`config.mk`:
```
export PLATFORM = sky130hd
export DESIGN_NAME = fmart_cell
export DESIGN_NICKNAME = d
export VERILOG_FILES = /design/src/fmart_pkg.sv /design/src/fmart_cell.sv
export SDC_FILE = /design/constraint.sdc
export NUM_CORES = 1
export LEC_CHECK = 0
export ABC_AREA = 1
export BUFFER_PORTS_ARGS = -buffer_cell sky130_fd_sc_hd__buf_4
export CORE_MARGIN = 2
export CORE_UTILIZATION = 35
export CTS_BUF_LIST = sky130_fd_sc_hd__clkbuf_4 sky130_fd_sc_hd__clkbuf_8
export CTS_CLUSTER_DIAMETER = 200
export DETAILED_ROUTE_END_ITERATION = 8
export PLACE_DENSITY_LB_ADDON = 0.15
export SYNTH_ARGS = -nofsm -noshare
export SYNTH_HDL_FRONTEND = slang
export SYNTH_SLANG_ARGS = --single-unit
```
`constraint.sdc`:
```
create_clock -name i_clk -period 4.2 [get_ports i_clk]
set_clock_uncertainty 0.2 [all_clocks]
set_input_delay 0.42 -clock i_clk [delete_from_list [all_inputs] [get_ports i_clk]]
set_output_delay 0.42 -clock i_clk [all_outputs]
set_load 0.02 [all_outputs]
```
`src/fmart_pkg.sv`:
```
// Shared types and constants for the first-match access rule table.
// Used by fmart_cell and first_match_access_rule_table.
package fmart_pkg;

    localparam int RULES_DEF     = 256;
    localparam int TYPE_BITS_DEF = 8;

    typedef enum logic [1:0] {
        CMD_APPEND = 2'd0,
        CMD_CHECK  = 2'd1,
        CMD_CLEAR  = 2'd2
    } t_cmd;

    typedef enum logic [1:0] {
        ST_ALLOW = 2'd0,
        ST_DENY  = 2'd1,
        ST_FULL  = 2'd2
    } t_status;

    // Per-rule condition bits kept next to the type fields.
    typedef struct packed {
        logic subj_any;
        logic obj_any;
        logic allow;
        logic not_owner;
    } t_rule_bits;

    // Control part of a check token walking down the cell row.
    typedef struct packed {
        logic valid;
        logic uid_ne;
        logic hit;
        logic allow;
    } t_tok_flags;

endpackage

```
`src/fmart_cell.sv`:
```
// One cell of the rule row: holds one rule and evaluates the passing check token.
// Depends on fmart_pkg.
module fmart_cell
    import fmart_pkg::*;
#(
    parameter int RULES     = RULES_DEF,
    parameter int TYPE_BITS = TYPE_BITS_DEF,
    parameter int CELL_IDX  = 0,
    localparam int CW       = $clog2(RULES + 1),
    localparam int IW       = (RULES > 1) ? $clog2(RULES) : 1
) (
    input  logic                 i_clk,
    input  logic                 i_rst_n,
    input  logic                 i_wr_en,
    input  logic [CW-1:0]        i_wr_addr,
    input  logic [TYPE_BITS-1:0] i_wr_subj,
    input  logic [TYPE_BITS-1:0] i_wr_obj,
    input  logic [7:0]           i_wr_act,
    input  t_rule_bits           i_wr_bits,
    input  t_tok_flags           i_flags,
    input  logic [TYPE_BITS-1:0] i_subj,
    input  logic [TYPE_BITS-1:0] i_obj,
    input  logic [7:0]           i_act,
    input  logic [CW-1:0]        i_left,
    input  logic [IW-1:0]        i_idx,
    output t_tok_flags           o_flags,
    output logic [TYPE_BITS-1:0] o_subj,
    output logic [TYPE_BITS-1:0] o_obj,
    output logic [7:0]           o_act,
    output logic [CW-1:0]        o_left,
    output logic [IW-1:0]        o_idx
);

    logic [TYPE_BITS-1:0] r_subj;
    logic [TYPE_BITS-1:0] r_obj;
    logic [7:0]           r_act;
    t_rule_bits           r_bits;

    t_tok_flags           r_flags;
    logic [TYPE_BITS-1:0] r_tsubj;
    logic [TYPE_BITS-1:0] r_tobj;
    logic [7:0]           r_tact;
    logic [CW-1:0]        r_left;
    logic [IW-1:0]        r_idx;

    t_tok_flags           n_flags;
    logic [CW-1:0]        n_left;
    logic [IW-1:0]        n_idx;
    logic                 active;
    logic                 match;

    // The cell holds a live rule only while the token still has rules left to visit.
    assign active = i_flags.valid && (i_left != '0) && !i_flags.hit;
    assign match  = (r_bits.subj_any || (r_subj == i_subj))
                 && (r_bits.obj_any || (r_obj == i_obj))
                 && (r_act == i_act)
                 && !(r_bits.not_owner && !i_flags.uid_ne);

    always_comb begin
        n_flags = i_flags;
        n_idx   = i_idx;
        n_left  = (i_left != '0) ? i_left - CW'(1) : i_left;
        if (active && match) begin
            n_flags.hit   = 1'b1;
            n_flags.allow = r_bits.allow;
            n_idx         = IW'(CELL_IDX);
        end
    end

    always_ff @(posedge i_clk) begin
        if (i_wr_en && (i_wr_addr == CW'(CELL_IDX))) begin
            r_subj <= i_wr_subj;
            r_obj  <= i_wr_obj;
            r_act  <= i_wr_act;
            r_bits <= i_wr_bits;
        end
    end

    always_ff @(posedge i_clk) begin
        if (!i_rst_n) begin
            r_flags <= '0;
        end else begin
            r_flags <= n_flags;
        end
    end

    always_ff @(posedge i_clk) begin
        r_tsubj <= i_subj;
        r_tobj  <= i_obj;
        r_tact  <= i_act;
        r_left  <= n_left;
        r_idx   <= n_idx;
    end

    assign o_flags = r_flags;
    assign o_subj  = r_tsubj;
    assign o_obj   = r_tobj;
    assign o_act   = r_tact;
    assign o_left  = r_left;
    assign o_idx   = r_idx;

endmodule

```
==> results.md, run 1 <==
- PwrDens: 379 nW/µm²
- Peak VDD IR: ~0.19 mV
- Initial DRC Count: 25
- Critical path fanouts, max: 11
- Avg WL per Cell: 10.7 µm
- Switching power: between 0.3 and 0.4 mW
- Rel. slew slack: 75.3%
- Post-synthesis area per instance: 10.5 µm²
- Slowest stage delay, CP: 0.55 ns
- WP data arrival: 2.04 ns
- Total track usage: 14.1%
- Grt total ovfl: 0
- Synthesized Nets: 331
- Unrepaired setup endpoints after global routing: no
- CTS Root Cell: clkbuf_8
- # DRC: 0
- Sw Ratio: about 22%
- 1st-pass router iterations: 4
- Critical path's top delay family: simple AND/OR/NAND/NOR gates
- Synth Warn #: 0
- Final core occ: 57.6%
- CP Data Required Time: 4.23 ns
- Initial antenna violation count: 0
- Fin crit period: 2.01 ns
- Clock Power Share: 38.8%
- Antenna-violating nets left: 0
- Synth Register Bits: 73
- Crit. End Element: flip-flop
- Pint: 1.23 mW
- Clock Tree Buf Depth: 2
- CP Buf/Inv Count: 2
- # fillers: 616
- Final setup vio count: 0
- Worst slew pin tran: 0.371 ns
- Via density: between 3 and 4
- DR vias: 2025
- Main synth FF type: dfxtp_1
- CTS Sinks: 73
- Worst-Skew Late Latency: 0.34 ns
- Clock transition at path regs: ~0.080 ns
- Syn Inst Count: about 250
- Die ar.: between 8000 and 9000 µm²
- Setup CP Type: input port to flip-flop
- # diodes: 0
- Yosys cell types: 25
- Leak Pwr: 2.03 nW
- Asr flop ratio synth: 0%
- Num rows: 31
- I/O pin total: 130
- Vias in the first global route: 1904
- Die span in y: roughly 90 µm
- MaxCap Viol Count: 0
- Register area: 1740 µm²
- Area of the multi-input gates: about 640 µm²
- Tcrit/Tclk final: 47.8%
- Core area: slightly above 7000 µm²
- Chip width: 89.6 µm
- EDFF count, synth: 28
- Largest net degree at the start of global routing: 29
- Total power: 1.56 mW
- Final hold vios: 0
- Gp weighted congestion: 0.737
- First-pass GRT wire length: approximately 8.3 mm
- Post-CTS Repair Setup Buffers: 0
- Clock H-tree levels: 3
- Startpoint Class: input port
- Outcome: finished, final reports clean
- Share of layout cells above drive strength 1: 40.6%
- CTS Buf Count: 9
- DP HPWL: 3.99 mm
- Power share of the sequential group: 48.9%
- Most frequent cells in the layout: buf_4 (130), nand2_1 (63), dfxtp_1 (45)
- Slew Limit Fails: 0
- HP Class: input port to flip-flop
- Final wirelength: roughly 5.5 mm
- CTS tree: yes
- Syn-to-layout area delta: 61.2%
- Fmax: 0.498 GHz
- Sequential element share of the synthesized area: 68.0%
- Mapped cell area: approximately 2600 µm²
- Layout Nets: 495
- Port Buffers: 129
- Cells along the critical path: dlygate4sd3_1, buf_4, xnor2_1, nand2_1, nor2_1, nand2_1, nand2_1, nand3_2, nor2_1, nor2_1
- Max stage delay cell, worst path: dlygate4sd3_1
- Starting density of the core: 35.7%
- TNS Setup: 0 ns
- Logic gate share of total power: 12.2%
- Most common cell after layout, fill and taps aside: buf_4
## logic make-up after synthesis
logic type | after synthesis | synth area share, %
AO/OA/AOI/OAI | 3 | 0.683
XOR/XNOR | 17 | 5.81
adder cells (fa/ha/maj) | 1 | 0.488
buffers and inverters | 50 | 7.62
flip-flops | 73 | 68.0
AND/OR/NAND/NOR | 101 | 17.4
## per-stage QoR
step / instances / hold WS, ns / instance area, µm² / worst slack [ns]
2_1_floorplan: 245 / 0.247 / 2570 / 1.05
3_3_place_gp: 473 / 0.266 / 3670 / 2.02
3_5_place_dp: 473 / 0.270 / 3670 / 2.00
4_1_cts: 513 / 0.0313 / 4130 / 2.18
5_1_grt: 513 / 0.0332 / 4130 / 2.00
6_report: 513 / 0.0533 / 4130 / 2.19
## path summary, 6_finish.rpt
check                           slack (ns)    endpoint   startpoint  cells past startpoint
worst max-delay path                  2.19  o_flags[0]    i_subj[3]                     10
worst min-delay path                  0.05    r_obj[3]  i_wr_obj[3]                      1
worst max register to register        2.57  o_flags[0]    r_subj[3]                      8
worst min register to register        0.28  o_flags[0]    r_bits[1]                      2
## metal layers
| metal | GRT usage (%) | routed length [µm] | vias to the layer above |
|---|---|---|---|
| li1 | - | - | 1061 |
| met1 | 16.7 | 2300 | 881 |
| met5 | 0 | 0 | - |
| met2 | 23.1 | 2780 | 73 |
| met4 | 7.73 | 116 | 0 |
| met3 | 3.88 | 314 | 10 |
## power by group through the flow
stage	clock [mW]	sequential [mW]	combinational [mW]
2_1_floorplan	0	0.814	0.0320
3_3_place_gp	0	0.781	0.173
3_5_place_dp	0	0.781	0.175
4_1_cts	0.630	0.765	0.193
5_1_grt	0.656	0.767	0.209
6_report	0.607	0.765	0.192
## registers in the layout (all words and copies together), names as in the netlist
name	flops
o_act	8
o_flags	4
o_idx	8
o_left	9
o_obj	8
o_subj	8
r_act	8
r_bits	4
r_obj	8
r_subj	8
## worst reg2reg max path: cells and delay by family (launching register included)
family / cells / cell delay, ns
flops: 1 / 0.39
simple gates: 7 / 0.77
xor+xnor: 1 / 0.17
## what timing repair did
action | 4_1_cts | 5_1_grt
endpoints found under the setup margin | 0 | 0
hold buffers | 24 | 0
resized for setup | 0 | 0
hold endpoints to repair | 24 | 0
## cells in the mapped netlist (all sizes together) (3+ instances only)
cell / instances / area (µm²)
inv: 49 / 184
dfxtp: 45 / 901
nand2: 65 / 254
nand3: 3 / 25.0
xnor2: 11 / 96.3
edfxtp: 28 / 841
xor2: 6 / 52.6
nor2: 27 / 124
## final cells by class
type | instances | area share [%]
inverters | 49 | 4.45
flip-flops and latches | 73 | 42.2
clock buffers | 11 | 3.51
multi-input cells | 122 | 15.5
clock inverters | 5 | 1.91
repair buffers | 154 | 29.4
well taps | 99 | 3.00
(Power assumes the default switching activity.)
==> inputs of run 2 (changes only) <==
==> constraint.sdc (replaced) <==
create_clock -name i_clk -period 2 [get_ports i_clk]
set_clock_uncertainty 0.2 [all_clocks]
set_input_delay 0.2 -clock i_clk [delete_from_list [all_inputs] [get_ports i_clk]]
set_output_delay 0.2 -clock i_clk [all_outputs]
set_load 0.02 [all_outputs]
==> run 2 against run 1 <==
Compared with the run above: global-route usage rose by 1.2 points; die area did not move; via count rose by 9.8%; largest cell class is now buffers; cell count rose by 10%; largest power group unchanged; register-to-register slack got worse by 2.1 ns; final area rose by 12%; sequential share of layout area fell by 4.7 points; first-iteration DRC count fell by 8.0%.
==> results.md, run 2 (same netlist as run 1, synthesis figures left out) <==
- Logic gate share of total power: 15.2% (+3.0 points)
- Switching power: 0.754 mW (+120%)
- Tcrit/Tclk final: 93.1%
- Rel. slew slack: 82.7% (+7.4 points)
- Pre-CTS setup slack: 0.192 ns (-1.81 ns)
- Max stage delay cell, worst path: dlygate4sd3_1
- Leak Pwr: 2.23 nW (+9.6%)
- Placed instance area: 3680 µm² (+0.44%)
- Final Worst Setup Slack: 0.137 ns (-2.05 ns)
- Worst slew pin tran: 0.258 ns (-0.113 ns)
- Initial DRC Count: 23 (-8.0%)
- Final setup vio count: 0 (unchanged)
- Crit. End Element: flip-flop
- Clock Power Share: 34.9% (-3.9 points)
- Startpoint Class: input port
- Highest routed layer: met4
- Slowest stage delay, CP: 0.54 ns (about the same)
- Layout Nets: 547 (+11%)
- Area of the multi-input gates: 652 µm² (+1.8%)
- Die ar.: 8020 µm² (unchanged)
- Num rows: 31 (unchanged)
- First-pass GRT wire length: 9.18 mm (+9.9%)
- WL met2: 3.17 mm (+14%)
- Port Buffers: 129 (unchanged)
- DR vias: 2224 (+9.8%)
- Cells along the critical path: dlygate4sd3_1, buf_4, inv_1, ha_1, nand2_2, nor2_4, nand2_4, inv_2, nor3_2, nand2_1, xor2_1, inv_1
- Fin crit period: 1.86 ns
- Worst-Skew Late Latency: 0.34 ns (about the same)
- 1st-pass router iterations: 4 (unchanged)
- Register area: 1740 µm² (unchanged)
- Core area: 7180 µm² (unchanged)
- CP Buf/Inv Count: 5 (+3)
- CTS tree: yes
- Most frequent cells in the layout: buf_4 (129), dlygate4sd3_1 (76), nand2_1 (63)
- Final cell count without fillers: 565 (+10%)
- Peak VDD IR: 0.426 mV (+120%)
- CTS Sinks: 73 (unchanged)
- WP data arrival: 1.90 ns (-0.14 ns)
- Share of layout cells above drive strength 1: 36.1% (-4.5 points)
- Clock Tree Buf Depth: 2 (unchanged)
- Setup CP Type: input port to flip-flop
- CP Data Required Time: 2.04 ns (-2.19 ns)
- Die span in y: 89.6 µm (unchanged)
- I/O pin total: 130 (unchanged)
- # DRC: 0 (unchanged)
- # diodes: 0 (unchanged)
- Critical path fanouts, max: 5 (-6)
- Initial antenna violation count: 0 (unchanged)
- CTS Buf Count: 9 (unchanged)
- MaxCap Viol Count: 0 (unchanged)
- # fillers: 588 (-4.5%)
- Syn-to-layout area delta: 81.3%
- Clock H-tree levels: 3 (unchanged)
- Grt total ovfl: 0 (unchanged)
- Sw Ratio: 23.4% (+1.8 points)
- Final wirelength: 6.00 mm (+8.9%)
- Pint: 2.46 mW (+100%)
- DP HPWL: 4.01 mm (+0.59%)
- TNS Setup: 0 ns (unchanged)
- Met3 wire len: 280 µm (-11%)
- Final hold vios: 0 (unchanged)
- Vias in the first global route: 2236 (+17%)
- Placed cell count: 473 (unchanged)
- Post-CTS Repair Setup Buffers: 0 (unchanged)
- Fmax: 0.537 GHz
- Finished Cell Area: 4650 µm² (+12%)
- Slew Limit Fails: 0 (unchanged)
- Critical path's top delay family: buffers and inverters
- Unrepaired setup endpoints after global routing: no
- Clock transition at path regs: 0.08 ns (about the same)
- Antenna-violating nets left: 0 (unchanged)
- PwrDens: 693 nW/µm² (+83%)
- HP Class: input port to flip-flop
- Starting density of the core: 35.7% (unchanged)
- Outcome: finished, final reports clean
- Avg WL per Cell: 10.6 µm (-1.2%)
- Gp weighted congestion: 0.699 (-5.3%)
- Max reg flops: 9 (unchanged)
- Met1 wire length: 2.44 mm (+6.0%)
- Via density: 3.94 (-0.28%)
- Power share of the sequential group: 49.9% (+1.0 points)
- Cell mode on critical path: inv_1
- Largest net degree at the start of global routing: 29 (unchanged)
- Total track usage: 15.3% (+1.2 points)
- Chip width: 89.6 µm (unchanged)
- Most common cell after layout, fill and taps aside: buf_4
- CTS Root Cell: clkbuf_8
==> run 2: tightest hold or removal path, cell delays in order <==
cell and delay, ns:
buf_4 0.09, nor4_4 0.04, buf_12 0.16
==> run 2: cell type report <==
cell class | instances | area share, %
clock inverters | 7 | 1.54
well taps | 99 | 2.67
inverters | 49 | 3.96
clock buffers | 9 | 2.67
repair buffers | 206 | 37.7
flip-flops and latches | 73 | 37.5
multi-input cells | 122 | 14.0
==> run 2: per-layer routing <==
metal	track usage (%)	up-vias
li1	-	1164
met1	16.6	980
met2	27.3	70
met3	3.69	10
met4	8.14	0
met5	0	-
==> run 2: final timing paths <==
check / start / end / depth (start not counted) / slack, ns
setup reg to reg: r_act[7] / o_flags[0] / 8 / 0.46
setup / recovery: i_left[0] / o_left[6] / 12 / 0.14
hold / removal: i_wr_addr[1] / r_subj[0] / 3 / 0.13
hold reg to reg: r_bits[1] / o_flags[0] / 2 / 0.28
==> run 2: what timing repair did <==
item	CTS	global route
hold buffers	76	0
resized for setup	0	1
setup endpoints to repair	0	4
hold endpoints to repair	73	0
==> run 2: power by group through the flow <==
stage          combinational, mW  clock (mW)  sequential, mW
2_1_floorplan             0.0682           0            1.71
3_3_place_gp               0.365           0            1.64
3_5_place_dp               0.369           0            1.64
4_1_cts                    0.490        1.16            1.61
5_1_grt                    0.531        1.22            1.61
6_report                   0.489        1.12            1.61
==> run 2: stage by stage <==
| stage | hold WS, ns | utilization (%) | power (mW) |
|---|---|---|---|
| after floorplan | 0.0277 | - | 1.78 |
| after global placement | 0.116 | 51.3 | 2.01 |
| after detailed placement | 0.116 | 51.3 | 2.01 |
| after CTS | 0.113 | 64.6 | 3.26 |
| after global routing | 0.116 | 64.7 | 3.37 |
| final | 0.132 | 64.7 | 3.22 |
